--- src/base64_url_variant_encoder_assert.svh ---
// Assertion macros for the encoder RTL.
`ifndef BASE64_URL_VARIANT_ENCODER_ASSERT_SVH
`define BASE64_URL_VARIANT_ENCODER_ASSERT_SVH

// Checked property, switched off while reset is active.
`define B64U_ASSERT(lbl, clk, rst_n, prop, msg) \
	lbl: assert property (@(posedge clk) disable iff (!rst_n) prop) else $error(msg);

// Checked property that also holds during reset.
`define B64U_ASSERT_ALWAYS(lbl, clk, prop, msg) \
	lbl: assert property (@(posedge clk) prop) else $error(msg);

`endif

--- src/b64u_pkg.sv ---
// Types, constants and the character table of the Base64 encoder.
`default_nettype none

package b64u_pkg;

	// Pad character '_'.
	localparam logic [7:0] PAD_CHAR = 8'h5F;

	// Number of character slots a single input item can produce.
	localparam int unsigned JOB_SLOTS = 4;

	// One classified input item: up to four sextets or pads to emit.
	typedef struct packed {
		logic [JOB_SLOTS-1:0][5:0] sextet;
		logic [JOB_SLOTS-1:0]      pad;
		logic [1:0]                last_idx;
		logic                      last;
	} job_t;

	// Maps a six-bit group to its ASCII character.
	function automatic logic [7:0] sextet_char(input logic [5:0] v);
		logic [7:0] ext;
		ext = {2'b00, v};
		if (v < 6'd26) begin
			return ext + 8'd65;
		end else if (v < 6'd52) begin
			return ext + 8'd71;
		end else if (v < 6'd62) begin
			return ext - 8'd4;
		end else if (v == 6'd62) begin
			return 8'h2D;
		end else begin
			return 8'h7E;
		end
	endfunction

endpackage

`default_nettype wire

--- src/b64u_front.sv ---
// Front end: tracks the group position and splits each byte into sextets and pads.
`default_nettype none

module b64u_front (
	input  wire logic             clk,
	input  wire logic             arst_n,
	input  wire logic             accept,
	input  wire logic [7:0]       data_byte,
	input  wire logic             last_byte,
	input  wire logic             pad_enable,
	output b64u_pkg::job_t        job
);

	localparam logic [1:0] PHASE_FIRST  = 2'd0;
	localparam logic [1:0] PHASE_SECOND = 2'd1;
	localparam logic [1:0] PHASE_THIRD  = 2'd2;

	logic [1:0] phase_q;
	logic [3:0] held_q;
	logic [1:0] phase_next;
	logic [3:0] held_next;

	// Build the job for the byte and the state it leaves behind.
	always_comb begin
		job = '0;
		job.last = last_byte;
		phase_next = PHASE_SECOND;
		held_next = {2'b00, data_byte[1:0]};
		unique case (phase_q)
			PHASE_SECOND: begin
				job.sextet[0] = {held_q[1:0], data_byte[7:4]};
				job.sextet[1] = {data_byte[3:0], 2'b00};
				job.pad[2] = 1'b1;
				job.last_idx = (last_byte && pad_enable) ? 2'd2 :
					(last_byte ? 2'd1 : 2'd0);
				phase_next = PHASE_THIRD;
				held_next = data_byte[3:0];
			end
			PHASE_THIRD: begin
				job.sextet[0] = {held_q, data_byte[7:6]};
				job.sextet[1] = data_byte[5:0];
				job.last_idx = 2'd1;
				phase_next = PHASE_FIRST;
				held_next = 4'd0;
			end
			default: begin
				// The first phase; the unused code behaves the same way.
				job.sextet[0] = data_byte[7:2];
				job.sextet[1] = {data_byte[1:0], 4'b0000};
				job.pad[2] = 1'b1;
				job.pad[3] = 1'b1;
				job.last_idx = (last_byte && pad_enable) ? 2'd3 :
					(last_byte ? 2'd1 : 2'd0);
			end
		endcase
		// The last byte of a message closes the group.
		if (last_byte) begin
			phase_next = PHASE_FIRST;
			held_next = 4'd0;
		end
	end

	// Group position and leftover bits.
	always_ff @(posedge clk or negedge arst_n) begin
		if (!arst_n) begin
			phase_q <= PHASE_FIRST;
			held_q <= 4'd0;
		end else if (accept) begin
			phase_q <= phase_next;
			held_q <= held_next;
		end
	end

endmodule

`default_nettype wire

--- src/b64u_fifo.sv ---
// Job queue between the front end and the character emitter.
`default_nettype none

module b64u_fifo #(
	parameter int unsigned DEPTH = 4
) (
	input  wire logic             clk,
	input  wire logic             arst_n,
	input  wire logic             push,
	input  wire b64u_pkg::job_t   wr_job,
	output logic                  full,
	input  wire logic             pop,
	output b64u_pkg::job_t        rd_job,
	output logic                  empty
);

`include "base64_url_variant_encoder_assert.svh"

	localparam int unsigned PTR_W = (DEPTH > 1) ? $clog2(DEPTH) : 1;
	localparam int unsigned CNT_W = $clog2(DEPTH + 1);

	b64u_pkg::job_t mem_q [DEPTH];
	logic [PTR_W-1:0] wr_ptr_q;
	logic [PTR_W-1:0] rd_ptr_q;
	logic [CNT_W-1:0] count_q;
	logic             do_push;
	logic             do_pop;

	assign full = (count_q == CNT_W'(DEPTH));
	assign empty = (count_q == '0);
	assign do_push = push && !full;
	assign do_pop = pop && !empty;
	assign rd_job = mem_q[rd_ptr_q];

	// Storage.
	always_ff @(posedge clk) begin
		if (do_push) begin
			mem_q[wr_ptr_q] <= wr_job;
		end
	end

	// Pointers and fill count.
	always_ff @(posedge clk or negedge arst_n) begin
		if (!arst_n) begin
			wr_ptr_q <= '0;
			rd_ptr_q <= '0;
			count_q <= '0;
		end else begin
			if (do_push) begin
				wr_ptr_q <= (wr_ptr_q == PTR_W'(DEPTH - 1)) ? '0 : wr_ptr_q + 1'b1;
			end
			if (do_pop) begin
				rd_ptr_q <= (rd_ptr_q == PTR_W'(DEPTH - 1)) ? '0 : rd_ptr_q + 1'b1;
			end
			if (do_push && !do_pop) begin
				count_q <= count_q + 1'b1;
			end else if (do_pop && !do_push) begin
				count_q <= count_q - 1'b1;
			end
		end
	end

	// The count never passes the depth and follows pushes and pops.
	`B64U_ASSERT(a_count_bound, clk, arst_n, count_q <= CNT_W'(DEPTH), "queue count exceeds depth")
	`B64U_ASSERT(a_count_up, clk, arst_n, (do_push && !do_pop) |=> (count_q == $past(count_q) + 1'b1), "count did not rise on push")
	`B64U_ASSERT(a_count_down, clk, arst_n, (do_pop && !do_push) |=> (count_q == $past(count_q) - 1'b1), "count did not fall on pop")

endmodule

`default_nettype wire

--- src/b64u_back.sv ---
// Back end: walks each job one character at a time into the output register.
`default_nettype none

module b64u_back (
	input  wire logic             clk,
	input  wire logic             arst_n,
	input  wire b64u_pkg::job_t   job,
	input  wire logic             job_empty,
	output logic                  job_pop,
	output logic [7:0]            out_char,
	output logic                  last_char,
	output logic                  empty,
	input  wire logic             pop
);

	logic [1:0] idx_q;
	logic       valid_q;
	logic [7:0] char_q;
	logic       last_q;
	logic       load;
	logic       at_end;
	logic [7:0] next_char;

	// Character at the current slot of the head job.
	assign at_end = (idx_q == job.last_idx);
	assign next_char = job.pad[idx_q] ? b64u_pkg::PAD_CHAR :
		b64u_pkg::sextet_char(job.sextet[idx_q]);
	assign load = (!valid_q || pop) && !job_empty;
	assign job_pop = load && at_end;

	// Slot counter and output valid.
	always_ff @(posedge clk or negedge arst_n) begin
		if (!arst_n) begin
			idx_q <= 2'd0;
			valid_q <= 1'b0;
		end else begin
			if (load) begin
				idx_q <= at_end ? 2'd0 : idx_q + 2'd1;
				valid_q <= 1'b1;
			end else if (pop) begin
				valid_q <= 1'b0;
			end
		end
	end

	// Output payload.
	always_ff @(posedge clk) begin
		if (load) begin
			char_q <= next_char;
			last_q <= job.last && at_end;
		end
	end

	assign out_char = char_q;
	assign last_char = last_q;
	assign empty = !valid_q;

endmodule

`default_nettype wire

--- src/base64_url_variant_encoder.sv ---
// Streaming Base64 encoder with the '-' '~' alphabet and '_' padding.
// Input channel: push with data_byte and last_byte; an item is taken at a clock
// edge where push is high and full is low. Each byte is split at once into a
// job of one to four characters that enters a queue of QUEUE_DEPTH jobs.
// Output channel: while empty is low, out_char and last_char show the oldest
// character; it is taken at an edge where pop is high. last_char marks the end
// of an encoded message, after any pads.
// Each byte's job is stored in the queue, and its characters then pass through the output register.
// Throughput: one character per cycle while pop is high, set by the single output
// register; an item yields one to four characters (4/3 on average).
// When the receiver stalls, the output register holds and the queue fills; full
// rises once QUEUE_DEPTH jobs wait.
// Reset clears the group position, the queue and the output, and sets
// pad_enable to 1. pad_enable lies at byte address 0 of the APB port; the user
// must write it only while the block is idle, which the block does not enforce.
`default_nettype none

module base64_url_variant_encoder #(
	parameter int unsigned QUEUE_DEPTH = 4
) (
	input  wire logic        clk,
	input  wire logic        arst_n,
	input  wire logic        psel,
	input  wire logic        penable,
	input  wire logic        pwrite,
	input  wire logic [2:0]  paddr,
	input  wire logic [31:0] pwdata,
	output logic [31:0]      prdata,
	output logic             pready,
	input  wire logic        push,
	output logic             full,
	input  wire logic [7:0]  data_byte,
	input  wire logic        last_byte,
	output logic             empty,
	input  wire logic        pop,
	output logic [7:0]       out_char,
	output logic             last_char
);

	localparam logic REG_PAD_ENABLE = 1'b0;

	logic           pad_enable_q;
	logic           accept;
	logic           job_pop;
	logic           job_empty;
	b64u_pkg::job_t front_job;
	b64u_pkg::job_t head_job;

	// Configuration register.
	assign pready = 1'b1;
	always_ff @(posedge clk or negedge arst_n) begin
		if (!arst_n) begin
			pad_enable_q <= 1'b1;
		end else if (psel && penable && pwrite && (paddr[2] == REG_PAD_ENABLE)) begin
			pad_enable_q <= pwdata[0];
		end
	end
	assign prdata = (paddr[2] == REG_PAD_ENABLE) ? {31'd0, pad_enable_q} : 32'd0;

	assign accept = push && !full;

	b64u_front u_front (
		.clk        (clk),
		.arst_n     (arst_n),
		.accept     (accept),
		.data_byte  (data_byte),
		.last_byte  (last_byte),
		.pad_enable (pad_enable_q),
		.job        (front_job)
	);

	b64u_fifo #(
		.DEPTH (QUEUE_DEPTH)
	) u_fifo (
		.clk    (clk),
		.arst_n (arst_n),
		.push   (push),
		.wr_job (front_job),
		.full   (full),
		.pop    (job_pop),
		.rd_job (head_job),
		.empty  (job_empty)
	);

	b64u_back u_back (
		.clk       (clk),
		.arst_n    (arst_n),
		.job       (head_job),
		.job_empty (job_empty),
		.job_pop   (job_pop),
		.out_char  (out_char),
		.last_char (last_char),
		.empty     (empty),
		.pop       (pop)
	);

endmodule

`default_nettype wire

--- config.mk ---
export PLATFORM = sky130hd
export DESIGN_NAME = base64_url_variant_encoder
export DESIGN_NICKNAME = d
export VERILOG_FILES = /design/src/b64u_pkg.sv /design/src/b64u_front.sv /design/src/b64u_fifo.sv /design/src/b64u_back.sv /design/src/base64_url_variant_encoder.sv
export VERILOG_INCLUDE_DIRS = /design/src /design/src/src
export SDC_FILE = /design/constraint.sdc
export NUM_CORES = 1
export LEC_CHECK = 0
export ABC_AREA = 0
export BUFFER_PORTS_ARGS = -buffer_cell sky130_fd_sc_hd__buf_2
export CAP_MARGIN = 20
export CORE_UTILIZATION = 63
export CTS_CLUSTER_DIAMETER = 150
export DETAILED_ROUTE_END_ITERATION = 10
export PLACE_DENSITY = 0.92
export SYNTH_ARGS = -nofsm -noshare
export SYNTH_HDL_FRONTEND = slang
export SYNTH_HIERARCHICAL = 1
export SYNTH_SLANG_ARGS = --single-unit
--- constraint.sdc ---
create_clock -name clk -period 6.8 [get_ports clk]
set_input_delay 0 -clock clk [delete_from_list [all_inputs] [get_ports clk]]
set_output_delay 0 -clock clk [all_outputs]
set_load 0.005 [all_outputs]
* Yosys cells after proc, flatten, opt, wreduce, memory -nomap -nowiden
Memories as Yosys holds them, arrays and structs flattened. Index checks and enable logic that the tools add are counted.
Word-level totals: register bits after elaboration 26, memory bits (writable) 68, bits of input ports 51, word-level logic and storage cells 81, memories kept 1
Operators by class: add/subtract/negate cells 8, order comparisons 4, eq/ne operators 7, mux-type cells 29, bitwise operators 1, reduce and logical (&&, ||, !) cells 21
Memories:
- u_fifo.mem_q | depth 4, width 17, read ports 1, clocked after memory_dff 0, write ports 1, line b64u_fifo.sv:22 | b64u_pkg::job_t mem_q [DEPTH];
Operators by type and width (count):
- 2-to-1 mux 8 bit | 3
- case mux 12 bit (2 select lines) | 1
- adder 6 x 7 -> 8 bit (second input constant) | 2
- binary-select mux 6 bit (select 2 bit) | 1
- less-than comparator 6 bit (second input constant) | 2
- 2-to-1 mux 2 bit | 6
- logical AND 1 bit | 11
- 2-to-1 mux 1 bit | 9
- case mux 2 bit (2 select lines) | 2
- case mux 4 bit (2 select lines) | 1
- 2-to-1 mux 7 bit | 1
- subtractor 6 x 3 -> 7 bit (second input constant) | 1
- adder 2 x 1 -> 2 bit (second input constant) | 3
- equality test 2 bit (second input constant) | 3
- equality test 6 bit (second input constant) | 1
- less-than comparator 6 x 5 -> 1 bit (second input constant) | 1
- 2-to-1 mux 3 bit | 2
- 2-to-1 mux 6 bit | 1
- zero test 1 bit | 5
- 2-to-1 mux 4 bit | 1
- nonzero test 2 bit | 2
- adder 3 x 1 -> 3 bit (second input constant) | 1
- equality test 3 bit (second input constant) | 1
- zero test 3 bit | 1
- 8 further kinds | 8

* Longest topological paths before layout
depth in word-level cells 8, gate-level depth with buffers 12

* By module
The synthesis kept the hierarchy.
Modules (own cells, without submodules):
- b64u_fifo | instances 1, cells each 199, area each 4908.5 um^2, sequential area each 3898.7 um^2
- b64u_back | instances 1, cells each 103, area each 1064.8 um^2, sequential area each 345.3 um^2
- b64u_front | instances 1, cells each 85, area each 686.9 um^2, sequential area each 150.1 um^2
- base64_url_variant_encoder | instances 1, cells each 39, area each 309.0 um^2, sequential area each 26.3 um^2

* Least setup slack after synthesis
No wires, ideal clock.
kind reg2reg, from register u_fifo.rd_ptr_q[0], to register u_back.char_q[7], in the netlist u_back/out_char[7] (data pin), library setup time 169 ps, data arrival time 3100 ps, data required time 6631 ps, path slack 3531 ps, cell stages (with the launch flop) 12, buffers on the path 3, period minus slack after synthesis 3269 ps, cell sequence dfrtp_1 -> buf_2 -> buf_4 -> mux4_2 -> mux4_1 -> ha_1 -> or2_2 -> o211ai_2 -> and2b_1 -> buf_6 -> a31oi_1 -> nor4b_2
RTL lines:
- start, declared | line b64u_fifo.sv:24 | logic [PTR_W-1:0] rd_ptr_q;
- start signal, assigned | line b64u_fifo.sv:53 | rd_ptr_q <= (rd_ptr_q == PTR_W'(DEPTH - 1)) ? '0 : rd_ptr_q + 1'b1;
- end signal, assigned | line b64u_back.sv:49 | char_q <= next_char;
- end, declared | line b64u_back.sv:18 | logic [7:0] char_q;

* Final worst setup path
from register u_fifo.rd_ptr_q[0], to register u_back.char_q[7], in the netlist u_back/out_char[7] (data pin)
Between the ends: word-level cells in the longest chain between the ends 7, elaborated cells on any way between the ends 14, those cells by class 3 x add/sub; 3 x order compare; 7 x mux; 1 x memory
Ends and longest elaborated chain:
- memory read (4 x 17 bit) (*)
- binary-select mux 6 bit (select 2 bit) | line b64u_back.sv:27 | b64u_pkg::sextet_char(job.sextet[idx_q]);
- 2-to-1 mux 6 bit (not written as such) | line b64u_back.sv:27
- subtractor 6 x 3 -> 7 bit / less-than comparator 6 bit (equally long branches) | line b64u_pkg.sv:29, b64u_pkg.sv:28
- 2-to-1 mux 8 bit | line b64u_pkg.sv:28 | end else if (v < 6'd62) begin
- 2-to-1 mux 8 bit | line b64u_pkg.sv:26 | end else if (v < 6'd52) begin
- 2-to-1 mux 8 bit | line b64u_pkg.sv:24 | if (v < 6'd26) begin
Every way passes the cells marked *; elsewhere a longest branch is shown, timed or not. The select of a mux whose other input is x is not followed. A chain may end at the register's enable or synchronous reset.

==> flow_summary_export.csv <==
group,metric,value,unit
status,run_status,"completed",
floorplan,die_w,107.2,µm
cells_and_area,nets,542,
clock_tree,cts_sinks,150,
synth,synth-seq-cells,150,
worst_hold_path,holdPathEnd,"u_fifo/wr_ptr_q[1]$_DFFE_PN0P_",
cells_and_area,regArea,0.004422,mm²
drt,drc,0,
synth,yosys_warnings,6,
timing,slew_headroom,29.58,%
drt,wl_per_cell,20.57,µm
placement,place_ws,2.691,ns
synth,synth_edf_count,133,
timing,setup_violations,0,
worst_hold_path,hold_path_class,"input pin to register",
cells_and_area,fill_cells,622,
placement,placed_cell_area,0.007014,mm²
floorplan,core-area,0.01079,mm²
cells_and_area,synthToLayoutAreaGrowth,10.99,%
setup_path,startpoint_type,"register",
floorplan,fp-row-count,38,
setup_path,reg2reg_setup_slack,2.70,ns
timing,worst_slack,2.700,ns
placement,numPortBuffers,29,
timing,final.period_utilization,60.29,%
drt,first_pass_iters,4,
synth,avgSynthCellArea,16.36,µm²
floorplan,die_h,107.2,µm
grt,first_global_vias,3831,
flow_run,drv_cap,0,
worst_hold_path,whs_path_depth,3,
timing,finalSetupTns,0,ns
clock_tree,htree_levels,4,
floorplan,start_util,64.57,%
grt,grt_first_pass_wirelength,20190,µm
timing,min_period,4.100,ns
setup_path,crit_fanout,22,
grt,grt_overflow_total,0,
timing,final_max_slew_viol_count,0,
setup_path,r2r_end,"u_back/out_char[7]$_SDFFCE_PP0P_",
drt,final_antenna_net_count,0,
placement,place_congestion,0.8886,
setup_path,end_kind,"register",
setup_path,crit_required,7.15,ns
grt,grt_usage,24.91,%
synth,ys_seq_area_share,63.43,%
grt,grt_max_degree,32,
clock_tree,cts_tree,"built",
synth,synthCells,426,
clock_tree,cts_setup_buffers,0,
drt,vias_per_cell,6.073,
clock_tree,clk_pin_slew_worst_paths,0.06,ns
power_and_ir_drop,total_leakage_power,2.815,nW
synth,synth-main-ff-cell,"edfxtp_1",
clock_tree,root_buffer,"clkbuf_8",
synth,synth_cell_types,60,
timing,fmax,243.9,MHz
drt,drt-total-wl,12940,µm
setup_path,r2r_cells,9,
clock_tree,clkLatencyLatePin,0.53,ns
power_and_ir_drop,ir_drop,0.3889,mV
timing,tightest_slew,1.056,ns
placement,hpwl,7738,µm
timing,hold_viol_final,0,
floorplan,die_area,0.01149,mm²
drt,vias,3820,
cells_and_area,diodes,0,
setup_path,critical_path_arrival,4.45,ns
clock_tree,ctsLongestPathBuffers,2,
setup_path,path_class,"register to register",
grt,antenna_found_initial,0,
worst_hold_path,hold_start,"push",
power_and_ir_drop,powerDensity,499.6,mW/mm²
clock_tree,cts_made_buffers,17,
cells_and_area,drive_gt1_share,24.34,%
synth,ys_async_sr_fraction,11.33,%
synth,synth_area,0.006969,mm²
timing,rsz0062_at_grt,"false",
drt,drt_iter0_drc,330,
floorplan,io_pins,95,
cells_and_area,multi_input_area,0.002152,mm²
setup_path,r2r_start,"u_fifo/rd_ptr_q[0]$_DFFE_PN0P_",
cells_and_area,fin_area,0.007735,mm²
timing,clock_skew,0.01313,ns
## cells in the mapped netlist (4+ instances only)
master | n | area share (%)
a21oi_1 | 8 | 0.57
a22oi_1 | 7 | 0.75
a31oi_1 | 4 | 0.36
and2_1 | 4 | 0.36
buf_2 | 5 | 0.36
buf_4 | 51 | 5.5
buf_6 | 6 | 0.97
dfrtp_1 | 16 | 5.7
edfxtp_1 | 133 | 57
ha_1 | 14 | 2.5
inv_1 | 19 | 1.0
mux4_2 | 37 | 12
nand2_1 | 18 | 0.97
nand4_1 | 4 | 0.36
nor2_1 | 6 | 0.32
nor2b_1 | 4 | 0.36
o21ai_0 | 11 | 0.79
o21ai_1 | 9 | 0.65
xor2_1 | 4 | 0.50
## worst max-delay path, cell delays in order (launching register included)
cell and delay, ns:
dfrtp_2 0.83, buf_4 0.39, mux4_2 0.56, mux4_1 0.65, ha_1 0.34, or2_2 0.33, o211ai_2 0.08, and2b_1 0.33
a31oi_1 0.14, nor4b_2 0.25
## metrics by stage
stage / hold WS (ns) / power [mW] / utilization [%] / instances
finish: 0.03645 / 3.864 / 71.67 / 629
global route: 0.03931 / 4.070 / 71.67 / 629
CTS: 0.02146 / 3.862 / 71.67 / 629
detailed placement: -0.05242 / 2.957 / 64.99 / 580
global placement: -0.06155 / 2.844 / 64.99 / 580
floorplan: -0.2956 / 2.656 / - / 469
## what timing repair did
item,4_1_cts,5_1_grt
hold endpoints to repair,73,0
gates resized for setup,0,0
hold buffers,17,0
## how the worst max path moves through the flow
stage	start	end	slack (ns)	cells past startpoint
2_1_floorplan	u_fifo/rd_ptr_q[0]$_DFFE_PN0P_	u_back/out_char[7]$_SDFFCE_PP0P_	3.53	11
3_3_place_gp	u_fifo/rd_ptr_q[0]$_DFFE_PN0P_	u_back/out_char[7]$_SDFFCE_PP0P_	2.73	9
3_5_place_dp	u_fifo/rd_ptr_q[0]$_DFFE_PN0P_	u_back/out_char[7]$_SDFFCE_PP0P_	2.69	9
4_1_cts	u_fifo/rd_ptr_q[0]$_DFFE_PN0P_	u_back/out_char[7]$_SDFFCE_PP0P_	2.67	9
5_1_grt	u_fifo/rd_ptr_q[0]$_DFFE_PN0P_	u_back/out_char[7]$_SDFFCE_PP0P_	2.40	9
6_report	u_fifo/rd_ptr_q[0]$_DFFE_PN0P_	u_back/out_char[7]$_SDFFCE_PP0P_	2.70	9
## layout by cell type, fill, tap and decap left out, drive strengths merged, types with 2 or more instances in the layout
master         n
edfxtp       133
conb          46
mux4          38
buf           35
clkbuf        22
o21ai         21
inv           20
nand2         18
dlygate4sd3   17
dfrtp         16
ha            14
a22oi         10
a21oi          9
nor2           6
and2           6
clkinv         5
mux2           5
nor2b          4
xor2           4
a31oi          4
nand4          4
clkinvlp       3
nand2b         3
nor3           3
nand3          3
a211o          3
xnor2          3
nand4b         2
bufinv         2
and3           2
a211oi         2
mux2i          2
o21bai         2
a21o           2
o22ai          2
and2b          2
nor3b          2
o31ai          2
nand3b         2
## sequential cells by signal (all words and copies together), names as in the netlist
name / count
u_fifo/wr_ptr_q: 2
u_back/last_char: 1
u_fifo/rd_ptr_q: 2
u_fifo/count_q: 3
u_back/out_char: 8
pad_enable_q: 1
u_back/valid_q: 1
u_front/held_q: 4
u_back/idx_q: 2
u_fifo/mem_q: 124
u_front/phase_q: 2
## layout make-up
class                      instances  share of cell area (%)
tap                              140                   2.265
clock buffer                      22                   5.726
timing repair buffer              52                   4.659
sequential                       150                   57.17
clock inverter                    10                   1.391
multi-input combinational        235                   27.82
inverter                          20                  0.9706
## routing by layer
layer | wire, µm | track usage [%] | vias to the layer above
met3 | 924 | 6.322 | 27
met2 | 6951 | 44.01 | 213
met1 | 4771 | 28.96 | 1933
met4 | 289 | 10.27 | 0
met5 | 0 | 0 | -
li1 | - | - | 1647
## cell families (layout without fill, tap and decap cells)
kind of cell,after synthesis,in the layout,synth area share (%)
mux,45,45,13.54
fa+ha+maj,15,15,2.801
compound gates,61,61,5.960
buf+inv,84,104,8.007
other cells,3,46,0.1616
flops,150,150,63.43
xor+xnor,7,7,0.8797
simple gates,61,61,5.224
## where the power goes
| group | total (mW) | switching (mW) | internal [mW] |
|---|---|---|---|
| clock network | 0.864 | 0.336 | 0.527 |
| logic | 1.49 | 0.836 | 0.651 |
| registers | 1.51 | 0.181 | 1.33 |
No activity file was read; power rests on OpenSTA's default activity.
